===== src/rtl/psr_pkg.sv =====
`timescale 1ns / 1ps

package psr_pkg;

  // Field widths of the vertex and of the step register.
  localparam int PosW      = 24;
  localparam int AttrW     = 16;
  localparam int StepW     = 23;
  localparam int NumFields = 8;
  localparam int FieldIdxW = 3;

  // Interpolation position and increment (Q0.16; the increment can reach one).
  localparam int TW   = 16;
  localparam int IncW = 17;

  // Squared length, integer root, and divider widths.
  localparam int D2W  = 50;
  localparam int LenW = 25;
  localparam int RemW = 41;
  localparam int MulW = 26;
  localparam int ProdW = 52;

  // Controller iteration counter.
  localparam int CntW = 5;

  // 0.99 in Q0.16 is 64881; the insert count divides one less than that.
  localparam logic [15:0] CountDividend = 16'd64880;

  // Positions are handled in offset binary.
  localparam logic [PosW-1:0] SignFlip = 24'h800000;

  // Operand selection of the shared multiplier.
  typedef enum logic [1:0] {
    MS_DX,
    MS_DY,
    MS_STEP,
    MS_FIELD
  } mul_sel_e;

  // Kind of point being emitted.
  typedef enum logic [2:0] {
    K_START = 3'b001,
    K_INS   = 3'b010,
    K_CLOSE = 3'b100
  } kind_e;

  // Commands from the controller to the datapath.
  typedef struct packed {
    logic                 load_in;
    logic                 mul_en;
    mul_sel_e             mul_sel;
    logic [FieldIdxW-1:0] field_idx;
    logic                 acc_load;
    logic                 acc_add;
    logic                 sqrt_init;
    logic                 sqrt_step;
    logic                 div1_init;
    logic                 div2_init;
    logic                 div_step;
    logic                 cnt_load;
    logic                 ins_next;
    kind_e                kind;
    logic                 meta_load;
    logic                 store_prev;
  } dp_cmd_t;

  // Status from the datapath to the controller.
  typedef struct packed {
    logic gt;
    logic last;
    logic more;
  } dp_stat_t;

endpackage


===== src/rtl/psr_dp.sv =====
`timescale 1ns / 1ps

module psr_dp import psr_pkg::*; #(
  parameter int MAX_INSERTS = 60
) (
  input  logic                    clk_i,
  input  logic                    rst_ni,
  input  dp_cmd_t                 cmd_i,
  output dp_stat_t                stat_o,
  input  logic                    cfg_we_i,
  input  logic [StepW-1:0]        cfg_wdata_i,
  input  logic signed [PosW-1:0]  pos_x_i,
  input  logic signed [PosW-1:0]  pos_y_i,
  input  logic [AttrW-1:0]        thick_right_i,
  input  logic [AttrW-1:0]        thick_left_i,
  input  logic [AttrW-1:0]        alpha_i,
  input  logic [AttrW-1:0]        red_i,
  input  logic [AttrW-1:0]        green_i,
  input  logic [AttrW-1:0]        blue_i,
  input  logic                    last_vertex_i,
  output logic signed [PosW-1:0]  out_x_o,
  output logic signed [PosW-1:0]  out_y_o,
  output logic [AttrW-1:0]        out_thick_right_o,
  output logic [AttrW-1:0]        out_thick_left_o,
  output logic [AttrW-1:0]        out_alpha_o,
  output logic [AttrW-1:0]        out_red_o,
  output logic [AttrW-1:0]        out_green_o,
  output logic [AttrW-1:0]        out_blue_o,
  output logic                    inserted_o,
  output logic                    capped_o,
  output logic                    end_of_run_o
);

  localparam int CW = $clog2(MAX_INSERTS + 1);

  logic [StepW-1:0] step_q;
  logic [PosW-1:0]  cur_q  [NumFields];
  logic [PosW-1:0]  prev_q [NumFields];
  logic [PosW-1:0]  outf_q [NumFields];
  logic             last_q;

  logic signed [MulW-1:0]  mul_a, mul_b;
  logic signed [ProdW-1:0] mul_a_ext, mul_b_ext, prod_q;
  logic signed [LenW-1:0]  dx, dy, diff_f;
  logic [PosW-1:0]         base_q;
  logic [FieldIdxW-1:0]    wf_q;
  logic                    wv_q;
  logic signed [ProdW-1:0] rnd, shd;
  logic [MulW-1:0]         res;

  logic [D2W-1:0]  acc_q;
  logic [D2W-1:0]  sq_n_q, sq_r_q, sq_bit_q, sq_sum;
  logic [RemW-1:0] rem_q, dv_q;
  logic [IncW-1:0] q_q, inc_q;
  logic [CW-1:0]   count_q, k_q;
  logic            cap_q;
  logic [TW-1:0]   t_q;
  logic            ins_q, capd_q, end_q;

  // Step register, written from the configuration port.
  always_ff @(posedge clk_i or negedge rst_ni) begin
    if (!rst_ni) begin
      step_q <= '0;
    end else if (cfg_we_i) begin
      step_q <= cfg_wdata_i;
    end
  end

  // Current and previous vertex, positions in offset binary.
  always_ff @(posedge clk_i) begin
    if (cmd_i.load_in) begin
      cur_q[0] <= pos_x_i ^ SignFlip;
      cur_q[1] <= pos_y_i ^ SignFlip;
      cur_q[2] <= {8'b0, thick_right_i};
      cur_q[3] <= {8'b0, thick_left_i};
      cur_q[4] <= {8'b0, alpha_i};
      cur_q[5] <= {8'b0, red_i};
      cur_q[6] <= {8'b0, green_i};
      cur_q[7] <= {8'b0, blue_i};
      last_q   <= last_vertex_i;
    end
    if (cmd_i.store_prev) begin
      prev_q <= cur_q;
    end
  end

  // Shared multiplier operands.
  assign dx     = $signed({1'b0, cur_q[0]}) - $signed({1'b0, prev_q[0]});
  assign dy     = $signed({1'b0, cur_q[1]}) - $signed({1'b0, prev_q[1]});
  assign diff_f = $signed({1'b0, cur_q[cmd_i.field_idx]})
                - $signed({1'b0, prev_q[cmd_i.field_idx]});

  always_comb begin
    unique case (cmd_i.mul_sel)
      MS_DX: begin
        mul_a = MulW'(dx);
        mul_b = MulW'(dx);
      end
      MS_DY: begin
        mul_a = MulW'(dy);
        mul_b = MulW'(dy);
      end
      MS_STEP: begin
        mul_a = $signed({3'b0, step_q});
        mul_b = $signed({3'b0, step_q});
      end
      MS_FIELD: begin
        mul_a = (cmd_i.kind == K_INS) ? MulW'(diff_f) : '0;
        mul_b = $signed({10'b0, t_q});
      end
      default: begin
        mul_a = '0;
        mul_b = '0;
      end
    endcase
  end

  assign mul_a_ext = ProdW'(mul_a);
  assign mul_b_ext = ProdW'(mul_b);

  // Product register, plus the base value and field index for the write-back.
  always_ff @(posedge clk_i or negedge rst_ni) begin
    if (!rst_ni) begin
      wv_q <= 1'b0;
    end else begin
      wv_q <= cmd_i.mul_en && (cmd_i.mul_sel == MS_FIELD);
    end
  end

  always_ff @(posedge clk_i) begin
    if (cmd_i.mul_en) begin
      prod_q <= mul_a_ext * mul_b_ext;
      wf_q   <= cmd_i.field_idx;
      base_q <= (cmd_i.kind == K_CLOSE) ? cur_q[cmd_i.field_idx]
                                        : prev_q[cmd_i.field_idx];
    end
  end

  // Interpolated field: base plus rounded scaled difference.
  assign rnd = prod_q + ProdW'(32768);
  assign shd = rnd >>> 16;
  assign res = {2'b0, base_q} + shd[MulW-1:0];

  always_ff @(posedge clk_i) begin
    if (wv_q) begin
      outf_q[wf_q] <= res[PosW-1:0];
    end
  end

  // Squared length accumulation.
  always_ff @(posedge clk_i) begin
    if (cmd_i.acc_load) begin
      acc_q <= prod_q[D2W-1:0];
    end else if (cmd_i.acc_add) begin
      acc_q <= acc_q + prod_q[D2W-1:0];
    end
  end

  // Integer square root, one result bit per cycle.
  assign sq_sum = sq_r_q + sq_bit_q;

  always_ff @(posedge clk_i) begin
    if (cmd_i.sqrt_init) begin
      sq_n_q   <= acc_q;
      sq_r_q   <= '0;
      sq_bit_q <= D2W'(1) << 48;
    end else if (cmd_i.sqrt_step) begin
      if (sq_n_q >= sq_sum) begin
        sq_n_q <= sq_n_q - sq_sum;
        sq_r_q <= (sq_r_q >> 1) + sq_bit_q;
      end else begin
        sq_r_q <= sq_r_q >> 1;
      end
      sq_bit_q <= sq_bit_q >> 2;
    end
  end

  // Restoring divider shared by the increment and the insert count.
  always_ff @(posedge clk_i) begin
    if (cmd_i.div1_init) begin
      rem_q <= {2'b0, step_q, 16'b0};
      dv_q  <= {sq_r_q[LenW-1:0], 16'b0};
      q_q   <= '0;
    end else if (cmd_i.div2_init) begin
      inc_q <= q_q;
      rem_q <= RemW'(CountDividend);
      dv_q  <= {8'b0, q_q, 16'b0};
      q_q   <= '0;
    end else if (cmd_i.div_step) begin
      if (rem_q >= dv_q) begin
        rem_q <= rem_q - dv_q;
        q_q   <= {q_q[IncW-2:0], 1'b1};
      end else begin
        q_q   <= {q_q[IncW-2:0], 1'b0};
      end
      dv_q <= dv_q >> 1;
    end
  end

  // Insert count, cap flag, insert index and interpolation position.
  always_ff @(posedge clk_i) begin
    if (cmd_i.load_in) begin
      count_q <= '0;
      cap_q   <= 1'b0;
      k_q     <= '0;
      t_q     <= '0;
    end else begin
      if (cmd_i.cnt_load) begin
        if (q_q > IncW'(MAX_INSERTS)) begin
          count_q <= CW'(MAX_INSERTS);
          cap_q   <= 1'b1;
        end else begin
          count_q <= q_q[CW-1:0];
          cap_q   <= 1'b0;
        end
      end
      if (cmd_i.ins_next) begin
        k_q <= k_q + 1'b1;
        t_q <= t_q + inc_q[TW-1:0];
      end
    end
  end

  // Flags of the result being assembled.
  always_ff @(posedge clk_i) begin
    if (cmd_i.meta_load) begin
      ins_q  <= (cmd_i.kind == K_INS);
      capd_q <= cap_q && (cmd_i.kind != K_CLOSE);
      end_q  <= (cmd_i.kind == K_CLOSE) || (!(k_q < count_q) && !last_q);
    end
  end

  assign stat_o.gt   = (step_q != '0) && (acc_q > prod_q[D2W-1:0]);
  assign stat_o.last = last_q;
  assign stat_o.more = (k_q < count_q);

  assign out_x_o           = outf_q[0] ^ SignFlip;
  assign out_y_o           = outf_q[1] ^ SignFlip;
  assign out_thick_right_o = outf_q[2][AttrW-1:0];
  assign out_thick_left_o  = outf_q[3][AttrW-1:0];
  assign out_alpha_o       = outf_q[4][AttrW-1:0];
  assign out_red_o         = outf_q[5][AttrW-1:0];
  assign out_green_o       = outf_q[6][AttrW-1:0];
  assign out_blue_o        = outf_q[7][AttrW-1:0];
  assign inserted_o        = ins_q;
  assign capped_o          = capd_q;
  assign end_of_run_o      = end_q;

endmodule


===== src/rtl/psr_ctrl.sv =====
`timescale 1ns / 1ps

module psr_ctrl import psr_pkg::*; (
  input  logic     clk_i,
  input  logic     rst_ni,
  input  logic     in_valid_i,
  output logic     in_stall_o,
  output logic     out_valid_o,
  input  logic     out_stall_i,
  output dp_cmd_t  cmd_o,
  input  dp_stat_t stat_i
);

  typedef enum logic [8:0] {
    S_IDLE = 9'b000000001,
    S_MUL  = 9'b000000010,
    S_SQRT = 9'b000000100,
    S_DIV1 = 9'b000001000,
    S_DIV2 = 9'b000010000,
    S_CNT  = 9'b000100000,
    S_EMIT = 9'b001000000,
    S_OUT  = 9'b010000000,
    S_TAIL = 9'b100000000
  } state_e;

  state_e          state_q, state_d;
  logic [CntW-1:0] cnt_q, cnt_d;
  kind_e           kind_q, kind_d;
  logic            have_prev_q, have_prev_d;

  always_ff @(posedge clk_i or negedge rst_ni) begin
    if (!rst_ni) begin
      state_q     <= S_IDLE;
      cnt_q       <= '0;
      kind_q      <= K_START;
      have_prev_q <= 1'b0;
    end else begin
      state_q     <= state_d;
      cnt_q       <= cnt_d;
      kind_q      <= kind_d;
      have_prev_q <= have_prev_d;
    end
  end

  // Sequencer: length, then root and two divisions when the segment is longer than the step, then one point at a time.
  always_comb begin
    state_d     = state_q;
    cnt_d       = cnt_q;
    kind_d      = kind_q;
    have_prev_d = have_prev_q;
    cmd_o       = '0;
    cmd_o.mul_sel = MS_DX;
    cmd_o.kind    = kind_q;

    unique case (state_q)
      S_IDLE: begin
        if (in_valid_i) begin
          cmd_o.load_in = 1'b1;
          cnt_d   = '0;
          state_d = have_prev_q ? S_MUL : S_TAIL;
        end
      end
      S_MUL: begin
        cnt_d = cnt_q + 1'b1;
        priority if (cnt_q == CntW'(0)) begin
          cmd_o.mul_en  = 1'b1;
          cmd_o.mul_sel = MS_DX;
        end else if (cnt_q == CntW'(1)) begin
          cmd_o.acc_load = 1'b1;
          cmd_o.mul_en   = 1'b1;
          cmd_o.mul_sel  = MS_DY;
        end else if (cnt_q == CntW'(2)) begin
          cmd_o.acc_add = 1'b1;
          cmd_o.mul_en  = 1'b1;
          cmd_o.mul_sel = MS_STEP;
        end else begin
          cnt_d = '0;
          if (stat_i.gt) begin
            cmd_o.sqrt_init = 1'b1;
            state_d = S_SQRT;
          end else begin
            kind_d  = K_START;
            state_d = S_EMIT;
          end
        end
      end
      S_SQRT: begin
        cmd_o.sqrt_step = 1'b1;
        cnt_d = cnt_q + 1'b1;
        if (cnt_q == CntW'(LenW - 1)) begin
          cnt_d   = '0;
          state_d = S_DIV1;
        end
      end
      S_DIV1: begin
        cmd_o.div1_init = (cnt_q == '0);
        cmd_o.div_step  = (cnt_q != '0);
        cnt_d = cnt_q + 1'b1;
        if (cnt_q == CntW'(IncW)) begin
          cnt_d   = '0;
          state_d = S_DIV2;
        end
      end
      S_DIV2: begin
        cmd_o.div2_init = (cnt_q == '0);
        cmd_o.div_step  = (cnt_q != '0);
        cnt_d = cnt_q + 1'b1;
        if (cnt_q == CntW'(IncW)) begin
          cnt_d   = '0;
          state_d = S_CNT;
        end
      end
      S_CNT: begin
        cmd_o.cnt_load = 1'b1;
        kind_d  = K_START;
        state_d = S_EMIT;
      end
      S_EMIT: begin
        cnt_d = cnt_q + 1'b1;
        if (cnt_q < CntW'(NumFields)) begin
          cmd_o.mul_en    = 1'b1;
          cmd_o.mul_sel   = MS_FIELD;
          cmd_o.field_idx = cnt_q[FieldIdxW-1:0];
        end else begin
          cmd_o.meta_load = 1'b1;
          cnt_d   = '0;
          state_d = S_OUT;
        end
      end
      S_OUT: begin
        if (!out_stall_i) begin
          priority if (kind_q == K_CLOSE) begin
            have_prev_d = 1'b0;
            state_d     = S_IDLE;
          end else if (stat_i.more) begin
            cmd_o.ins_next = 1'b1;
            kind_d  = K_INS;
            state_d = S_EMIT;
          end else begin
            state_d = S_TAIL;
          end
        end
      end
      S_TAIL: begin
        if (stat_i.last) begin
          kind_d  = K_CLOSE;
          state_d = S_EMIT;
        end else begin
          cmd_o.store_prev = 1'b1;
          have_prev_d = 1'b1;
          state_d     = S_IDLE;
        end
      end
      default: begin
        state_d = S_IDLE;
      end
    endcase
  end

  assign in_stall_o  = (state_q != S_IDLE);
  assign out_valid_o = (state_q == S_OUT);

endmodule


===== src/rtl/polyline_step_resampler_unit.sv =====
`timescale 1ns / 1ps

// Polyline step resampler. Vertices are taken one request at a time; each
// request holds the block until all of its results are delivered. A
// segment longer than the step first runs the bit-serial square root and
// two 17-step divisions for the increment and the insert count. Each
// result is built one field per cycle on the one shared multiplier, then
// the flags, and waits in the output register until taken. A new step
// value should be written only while idle, so that it applies from the
// next segment; the block itself does not enforce this.
module polyline_step_resampler_unit import psr_pkg::*; #(
  parameter int MAX_INSERTS = 60
) (
  input  logic                    clk_i,
  input  logic                    rst_ni,
  input  logic                    cfg_we_i,
  input  logic [StepW-1:0]        cfg_wdata_i,
  input  logic                    in_valid_i,
  output logic                    in_stall_o,
  input  logic signed [PosW-1:0]  pos_x_i,
  input  logic signed [PosW-1:0]  pos_y_i,
  input  logic [AttrW-1:0]        thick_right_i,
  input  logic [AttrW-1:0]        thick_left_i,
  input  logic [AttrW-1:0]        alpha_i,
  input  logic [AttrW-1:0]        red_i,
  input  logic [AttrW-1:0]        green_i,
  input  logic [AttrW-1:0]        blue_i,
  input  logic                    last_vertex_i,
  output logic                    out_valid_o,
  input  logic                    out_stall_i,
  output logic signed [PosW-1:0]  out_x_o,
  output logic signed [PosW-1:0]  out_y_o,
  output logic [AttrW-1:0]        out_thick_right_o,
  output logic [AttrW-1:0]        out_thick_left_o,
  output logic [AttrW-1:0]        out_alpha_o,
  output logic [AttrW-1:0]        out_red_o,
  output logic [AttrW-1:0]        out_green_o,
  output logic [AttrW-1:0]        out_blue_o,
  output logic                    inserted_o,
  output logic                    capped_o,
  output logic                    end_of_run_o
);

  dp_cmd_t  cmd;
  dp_stat_t stat;

  // Sequencer.
  psr_ctrl u_ctrl (
    .clk_i       (clk_i),
    .rst_ni      (rst_ni),
    .in_valid_i  (in_valid_i),
    .in_stall_o  (in_stall_o),
    .out_valid_o (out_valid_o),
    .out_stall_i (out_stall_i),
    .cmd_o       (cmd),
    .stat_i      (stat)
  );

  // Arithmetic and storage.
  psr_dp #(
    .MAX_INSERTS (MAX_INSERTS)
  ) u_dp (
    .clk_i             (clk_i),
    .rst_ni            (rst_ni),
    .cmd_i             (cmd),
    .stat_o            (stat),
    .cfg_we_i          (cfg_we_i),
    .cfg_wdata_i       (cfg_wdata_i),
    .pos_x_i           (pos_x_i),
    .pos_y_i           (pos_y_i),
    .thick_right_i     (thick_right_i),
    .thick_left_i      (thick_left_i),
    .alpha_i           (alpha_i),
    .red_i             (red_i),
    .green_i           (green_i),
    .blue_i            (blue_i),
    .last_vertex_i     (last_vertex_i),
    .out_x_o           (out_x_o),
    .out_y_o           (out_y_o),
    .out_thick_right_o (out_thick_right_o),
    .out_thick_left_o  (out_thick_left_o),
    .out_alpha_o       (out_alpha_o),
    .out_red_o         (out_red_o),
    .out_green_o       (out_green_o),
    .out_blue_o        (out_blue_o),
    .inserted_o        (inserted_o),
    .capped_o          (capped_o),
    .end_of_run_o      (end_of_run_o)
  );

endmodule


===== config.mk =====
export PLATFORM = sky130hd
export DESIGN_NAME = polyline_step_resampler_unit
export DESIGN_NICKNAME = d
export VERILOG_FILES = /design/src/rtl/psr_pkg.sv /design/src/rtl/psr_dp.sv /design/src/rtl/psr_ctrl.sv /design/src/rtl/polyline_step_resampler_unit.sv
export SDC_FILE = /design/constraint.sdc
export NUM_CORES = 2
export LEC_CHECK = 0
export ABC_CLOCK_PERIOD_IN_PS = 16300
export BUFFER_PORTS_ARGS = -buffer_cell sky130_fd_sc_hd__buf_4
export CORE_UTILIZATION = 35
export CTS_CLUSTER_SIZE = 12
export DETAILED_ROUTE_END_ITERATION = 10
export GPL_TIMING_DRIVEN = 0
export PLACE_DENSITY_LB_ADDON = 0.25
export SETUP_SLACK_MARGIN = 0.1
export SLEW_MARGIN = 25
export SYNTH_ARGS = -nofsm -noshare
export SYNTH_HDL_FRONTEND = slang
export SYNTH_SLANG_ARGS = --single-unit

===== constraint.sdc =====
create_clock -name clk_i -period 16.3 [get_ports clk_i]
set_input_delay 0.815 -clock clk_i [delete_from_list [all_inputs] [get_ports clk_i]]
set_output_delay 0.815 -clock clk_i [all_outputs]
set_load 0.1 [all_outputs]

; Word level (Yosys, flattened, before mapping)
; Memories as Yosys holds them, arrays and structs flattened.
; Cells that the tools add are included.
; W data, S select, Z words.
[classes]
shift = 0
n_bitwise = 6
add_sub_neg = 13
n_eq_ne = 35
n_reduce_logical = 32
n_mux = 92
magnitude_cmp = 7
multipliers = 1
div = 0
[op_table]
columns = operator, n
row1 = $mux W50, 6
row2 = $pmux W26 S4, 2
row3 = $mux W39, 4
row4 = $bmux W24 S3, 2
row5 = $mux W41, 3
row6 = $mux W24, 5
row7 = $mux W9, 12
row8 = $pmux W9 S9, 1
row9 = $sub A24 B24 Y25, 3
row10 = $add A49 B49 Y50, 1
row11 = $add A50 B49 Y50, 1
row12 = $add A50 B50 Y50, 1
row13 = $ge A50 B50 Y1, 1
row14 = $gt A50 B50 Y1, 1
row15 = $mul A26 B26 Y50, 1
row16 = $sub A50 B50 Y50, 1
row17 = $mux W3, 14
row18 = $ge A41 B41 Y1, 1
row19 = $sub A41 B41 Y41, 1
row20 = $add A40 B17 Y40 const B, 1
row21 = $mux W5, 7
row22 = $mux W1, 26
row23 = $mux W26, 1
row24 = $pmux W5 S5, 1
row25 = other kinds (50), 89
[totals]
regBits = 730
ram_bits = 192
latch_bits = 0
word_cells = 231
mem_count = 1
romBits = 0
input_bits = 173
output_inout_bits = 149
[memory_table]
columns = name, depth, width, rd, rd_ports_with_merged_regs, write_ports, line
row1 = u_dp.outf_q, 8, 24, 8, 0, 1, psr_dp.sv:39  ; logic [PosW-1:0] outf_q [NumFields];

; Depth between registers and ports, before layout
[depth]
depth_word = 11
ltp_mapped = 52
mapped_depth_nobuf = 48

; By module
; A second synthesis with hierarchy kept.
[unflattened]
hier_cells = 7511
hier_area_um2 = 75120.8
[by_module_without_submodules]
columns = mod, seq_area_each_um2, cells_each, area_each_um2, instances
row1 = psr_dp, 24033.0, 7351, 73750.7, 1
row2 = psr_ctrl, 452.9, 160, 1370.1, 1

; Least setup slack after synthesis
; No wires, ideal clock.
[synth_path]
path_kind = reg2reg
start = register u_ctrl.state_q[0]
end = register u_dp.prod_q[47], data pin
path_slack_ns = 5.011
arrival_ns = 11.025
stages_incl_launch_ff = 48
n_path_buf = 6
setup_ns = 0.264
required_time_ns = 16.036
synth_period_minus_slack_ns = 11.289
path_cell_list = dfstp_2 > buf_2 > nor3_4 > nand4_2 > buf_2 > buf_1 > buf_1 > mux2i_1 > o22ai_1 > a21oi_1 > ha_1 > a21oi_1 > a31oi_2 > o41ai_4 > nor2_1 > o21a_1 > nor2_1 > xor2_1 > [12 not listed] > inv_1 > fa_1 > inv_1 > fa_1 > inv_1 > ha_1 > a21o_1 > a21o_1 > a21oi_1 > or3b_2 > o21ai_0 > o31ai_1 > and3_1 > o21a_1 > o21ai_0 > nand2_1 > a221oi_1 > xnor2_1
[synth_via]
elab_chain_len = 10
word_cells_on_any_way = 20
classes_between = add/sub: 1 / mul: 1 / eq/ne: 5 / mux: 11 / bitwise: 1 / reduce/logical: 1
[synth_rtl]
columns = item, line
row1 = "start, declared", psr_ctrl.sv:26  ; state_e state_q, state_d;
row2 = "start signal, assigned", psr_ctrl.sv:38  ; state_q <= state_d;
row3 = $eq A9 B7 Y1, psr_ctrl.sv:55  ; unique case (state_q)
row4 = $mux W3, psr_ctrl.sv:55
row5 = $not A3 Y4 (not written as such), "psr_dp.sv:90, psr_dp.sv:91"
row6 = "$bmux W24 S3, on equally long branches", "psr_dp.sv:90, psr_dp.sv:91"
row7 = "$mux W24, on equally long branches (2 in a row)", "psr_dp.sv:90, psr_dp.sv:91"
row8 = $sub A24 B24 Y25, psr_dp.sv:91  ; - $signed({1'b0, prev_q[cmd_i.field_idx]});
row9 = $mux W26, psr_dp.sv:108  ; mul_a = (cmd_i.kind == K_INS) ? MulW'(diff_f) : '0;
row10 = $pmux W26 S4, psr_dp.sv:94  ; unique case (cmd_i.mul_sel)
row11 = $mul A26 B26 Y50 (*), psr_dp.sv:132  ; prod_q <= mul_a_ext * mul_b_ext;
row12 = "end signal, assigned", psr_dp.sv:132
row13 = "end, declared", psr_dp.sv:43  ; logic signed [ProdW-1:0] mul_a_ext, mul_b_ext, prod_q;
; Mark *: on every way between the ends. The rest lies on a longest branch, timed or not. The select of a mux whose other input is x is not followed.
; A chain may end at the register's enable or synchronous reset.

==> impl_metrics.yaml <==
timing:
  hold_ws_ps: 97.2
  rsz0062_at_grt: "false"
  min_period_ps: 15650
  worst_pin_slew_ps: 1200
  hold_violations: 0
  slew_viol_final: 0
  skew_ps: 39.0
  clock.fmax_mhz: 63.9
  slew_headroom_pct: 20.0
  layout_setup_ws_ps: 648
  finalCritPeriodShare_pct: 96.0
  setup_tns_ps: 0
  setup_viol: 0
critical_path:
  critPathBufInv: 10
  crit_type: "register to register"
  critPathRequiredTime_ps: 16730
  max_stage_delay_ps: 910
  cp_top_family: "compound AO/OA/AOI/OAI gates"
  critPathMostFrequentCell: "fa_1"
  crit_fanout: 10
  startpoint_type: "register"
  critical_path.endpoint_type: "register"
  crit_arrival_ps: 16080
  critPathSlowestCell: "o21ai_1"
  timing.reg2reg.setup_slack_ps: 650
clock_network:
  post_cts_buffers: 0
  ctsLongestPathBuffers: 3
  root_buffer: "clkbuf_16"
  cts-htree-levels: 3
  path_clk_slew_ps: 60
  clk_latency_ps: 740
  cts_tree: "built"
  cts_buffers: 97
  clkSinkCount: 874
floorplanning:
  start_util_pct: 35.4
  dieArea_um2: 212000
  dieHeight_um: 460
  die_w_um: 460
  fp-row-count: 167
  fp.coreArea_um2: 208000
  pin_count: 322
route:
  wl_per_cell_um: 23.5
  dr.pass1.iters: 7
  ant_nets: 0
  vias: 58100
  viasPerCell: 5.33
  drc: 0
  drt_iter0_markers: 5727
  drt_wl_total_um: 256000
global_routing:
  grt-ovfl-total: 0
  antenna_found_initial: 13
  grt_pass1_wl_um: 380000
  grt_pass1_vias: 58800
  track_usage_pct: 24.1
  grt_max_degree: 57
finish:
  nFillCells: 20500
  final_cells: 10900
  drive_above_1_share_pct: 9.17
  syn_to_final_growth_pct: 13.6
  nets: 9381
yosys:
  yosysTopAreaCell: "edfxtp_1"
  ys_ff_latch: 874
  synth_nets: 8929
  synth_common_cells: "inv_1, nand2_1, fa_1"
  yosysSeqAreaShare_pct: 33.3
  synthArstFlopShare_pct: 4.81
  yosysTopAreaCellShare_pct: 27.6
  synth_edf_count: 677
  synth_most_common_cell: "inv_1"
  synth_area_leaders: "edfxtp_1, fa_1, ha_1, inv_1, nand2_1"
  syn_inst: 7566
  avgSynthCellArea_um2: 9.72
  ys_warn_count: 0
  synth.distinct_cells: 108
  synth-main-ff-cell: "edfxtp_1"
  syn_area_um2: 73500
run_status:
  run_status: "complete, no violations"
place:
  dp_slack_ps: 864
  routabilityCongestion: 1.00
  numPortBuffers: 319
  hpwl_um: 208000
  dp.cells: 10700
min_path:
  hp-class: "input pin to asynchronous set/reset pin"
run:
  maxCapViolCount: 0
[sequential cells by signal, summed over array words and instances (netlist names), 9 cells and up]
signal,count
u_dp.step_q,23
u_dp.acc_q,50
u_dp.base_q,24
u_dp.prev_q,144
u_dp.q_q,17
u_dp.inc_q,16
u_dp.cur_q,144
u_dp.sq_bit_q,25
u_ctrl.state_q,9
u_dp.dv_q,41
u_dp.t_q,16
u_dp.prod_q,50
u_dp.outf_q,144
u_dp.rem_q,41
u_dp.sq_n_q,50
u_dp.sq_r_q,50
[area by class of cell]
| cell class | instances | area (µm²) | area share, % |
|---|---|---|---|
| multi-input combinational | 5329 | 43900 | 52.6 |
| inverter | 1024 | 3840 | 4.60 |
| clock inverter | 41 | 541 | 0.647 |
| antenna | 10 | 25.0 | 0.0300 |
| buffer | 338 | 1530 | 1.83 |
| sequential | 874 | 24500 | 29.3 |
| tap | 2788 | 3490 | 4.18 |
| clock buffer | 133 | 2710 | 3.24 |
| timing repair buffer | 354 | 2990 | 3.58 |
[worst reg2reg max path: cells and delay by family (launching register included)]
family	cells	cell delay (ps)
AO/OA/AOI/OAI	14	4830
XOR/XNOR	2	460
adder cells (fa/ha/maj)	9	4150
buffers and inverters	10	2890
flip-flops	1	460
AND/OR/NAND/NOR	10	2550
[layer usage]
| metal | part of all wire (%) | routed length [µm] | global-route usage (%) |
|---|---|---|---|
| met5 | 0.072 | 184 | 0.390 |
| met4 | 4.9 | 12500 | 10.3 |
| met2 | 44 | 112000 | 37.3 |
| met3 | 8.3 | 21200 | 4.99 |
| met1 | 43 | 110000 | 32.4 |
[per-stage QoR]
step	utilization (%)	area [µm²]
5_1_grt	40.2	83500
3_5_place_dp	38.6	80200
4_1_cts	40.2	83500
2_1_floorplan	-	73500
6_report	40.2	83600
3_3_place_gp	38.2	79400
[cells in the final DEF (no fill, tap or decap), types with 42 or more instances in the layout]
| cell type | instances |
|---|---|
| a211oi_1 | 63 |
| a21o_1 | 152 |
| a21oi_1 | 434 |
| a31oi_1 | 53 |
| and2_1 | 77 |
| and3_1 | 42 |
| buf_4 | 372 |
| clkbuf_1 | 257 |
| clkbuf_16 | 99 |
| dfxtp_1 | 155 |
| edfxtp_1 | 677 |
| fa_1 | 685 |
| ha_1 | 504 |
| inv_1 | 1018 |
| mux2i_1 | 82 |
| nand2_1 | 850 |
| nand2b_1 | 57 |
| nand3_1 | 111 |
| nand4_1 | 54 |
| nor2_1 | 620 |
| nor2b_1 | 70 |
| nor3_1 | 111 |
| o21a_1 | 47 |
| o21ai_0 | 307 |
| o21bai_1 | 69 |
| or3_1 | 43 |
| xnor2_1 | 229 |
| xor2_1 | 134 |
[kinds of logic after synthesis]
group,Yosys count,share of synthesized area [%]
AND/OR/NAND/NOR,2161,13.2
buffers and inverters,1363,7.28
XOR/XNOR,376,4.48
flip-flops,874,33.3
multiplexers,111,1.57
AO/OA/AOI/OAI,1491,12.9
adder cells (fa/ha/maj),1190,27.3
[final timing paths]
kind                            depth (start not counted)              end         startpoint
worst max register to register                         45  u_dp.prod_q[47]  u_ctrl.state_q[5]
min in group clk_i                                      1  u_dp.cur_q[123]   thick_right_i[3]
max in group asynchronous                               1   u_dp.step_q[6]             rst_ni
worst min-delay path                                    1        u_dp.wv_q             rst_ni
worst max-delay path                                   45  u_dp.prod_q[47]  u_ctrl.state_q[5]
worst min register to register                          0  u_dp.prev_q[56]     u_dp.cur_q[56]
[what timing repair did]
| item | CTS | global route |
|---|---|---|
| hold buffers | 0 | 0 |
| setup endpoints to repair | 0 | 1 |
| endpoints found under the hold margin | 0 | 0 |
| gates resized for setup | 0 | 1 |
Power is left out: the tool's default activity adds up to more than one toggle a clock period on the data nets, which glitch-free logic cannot reach.
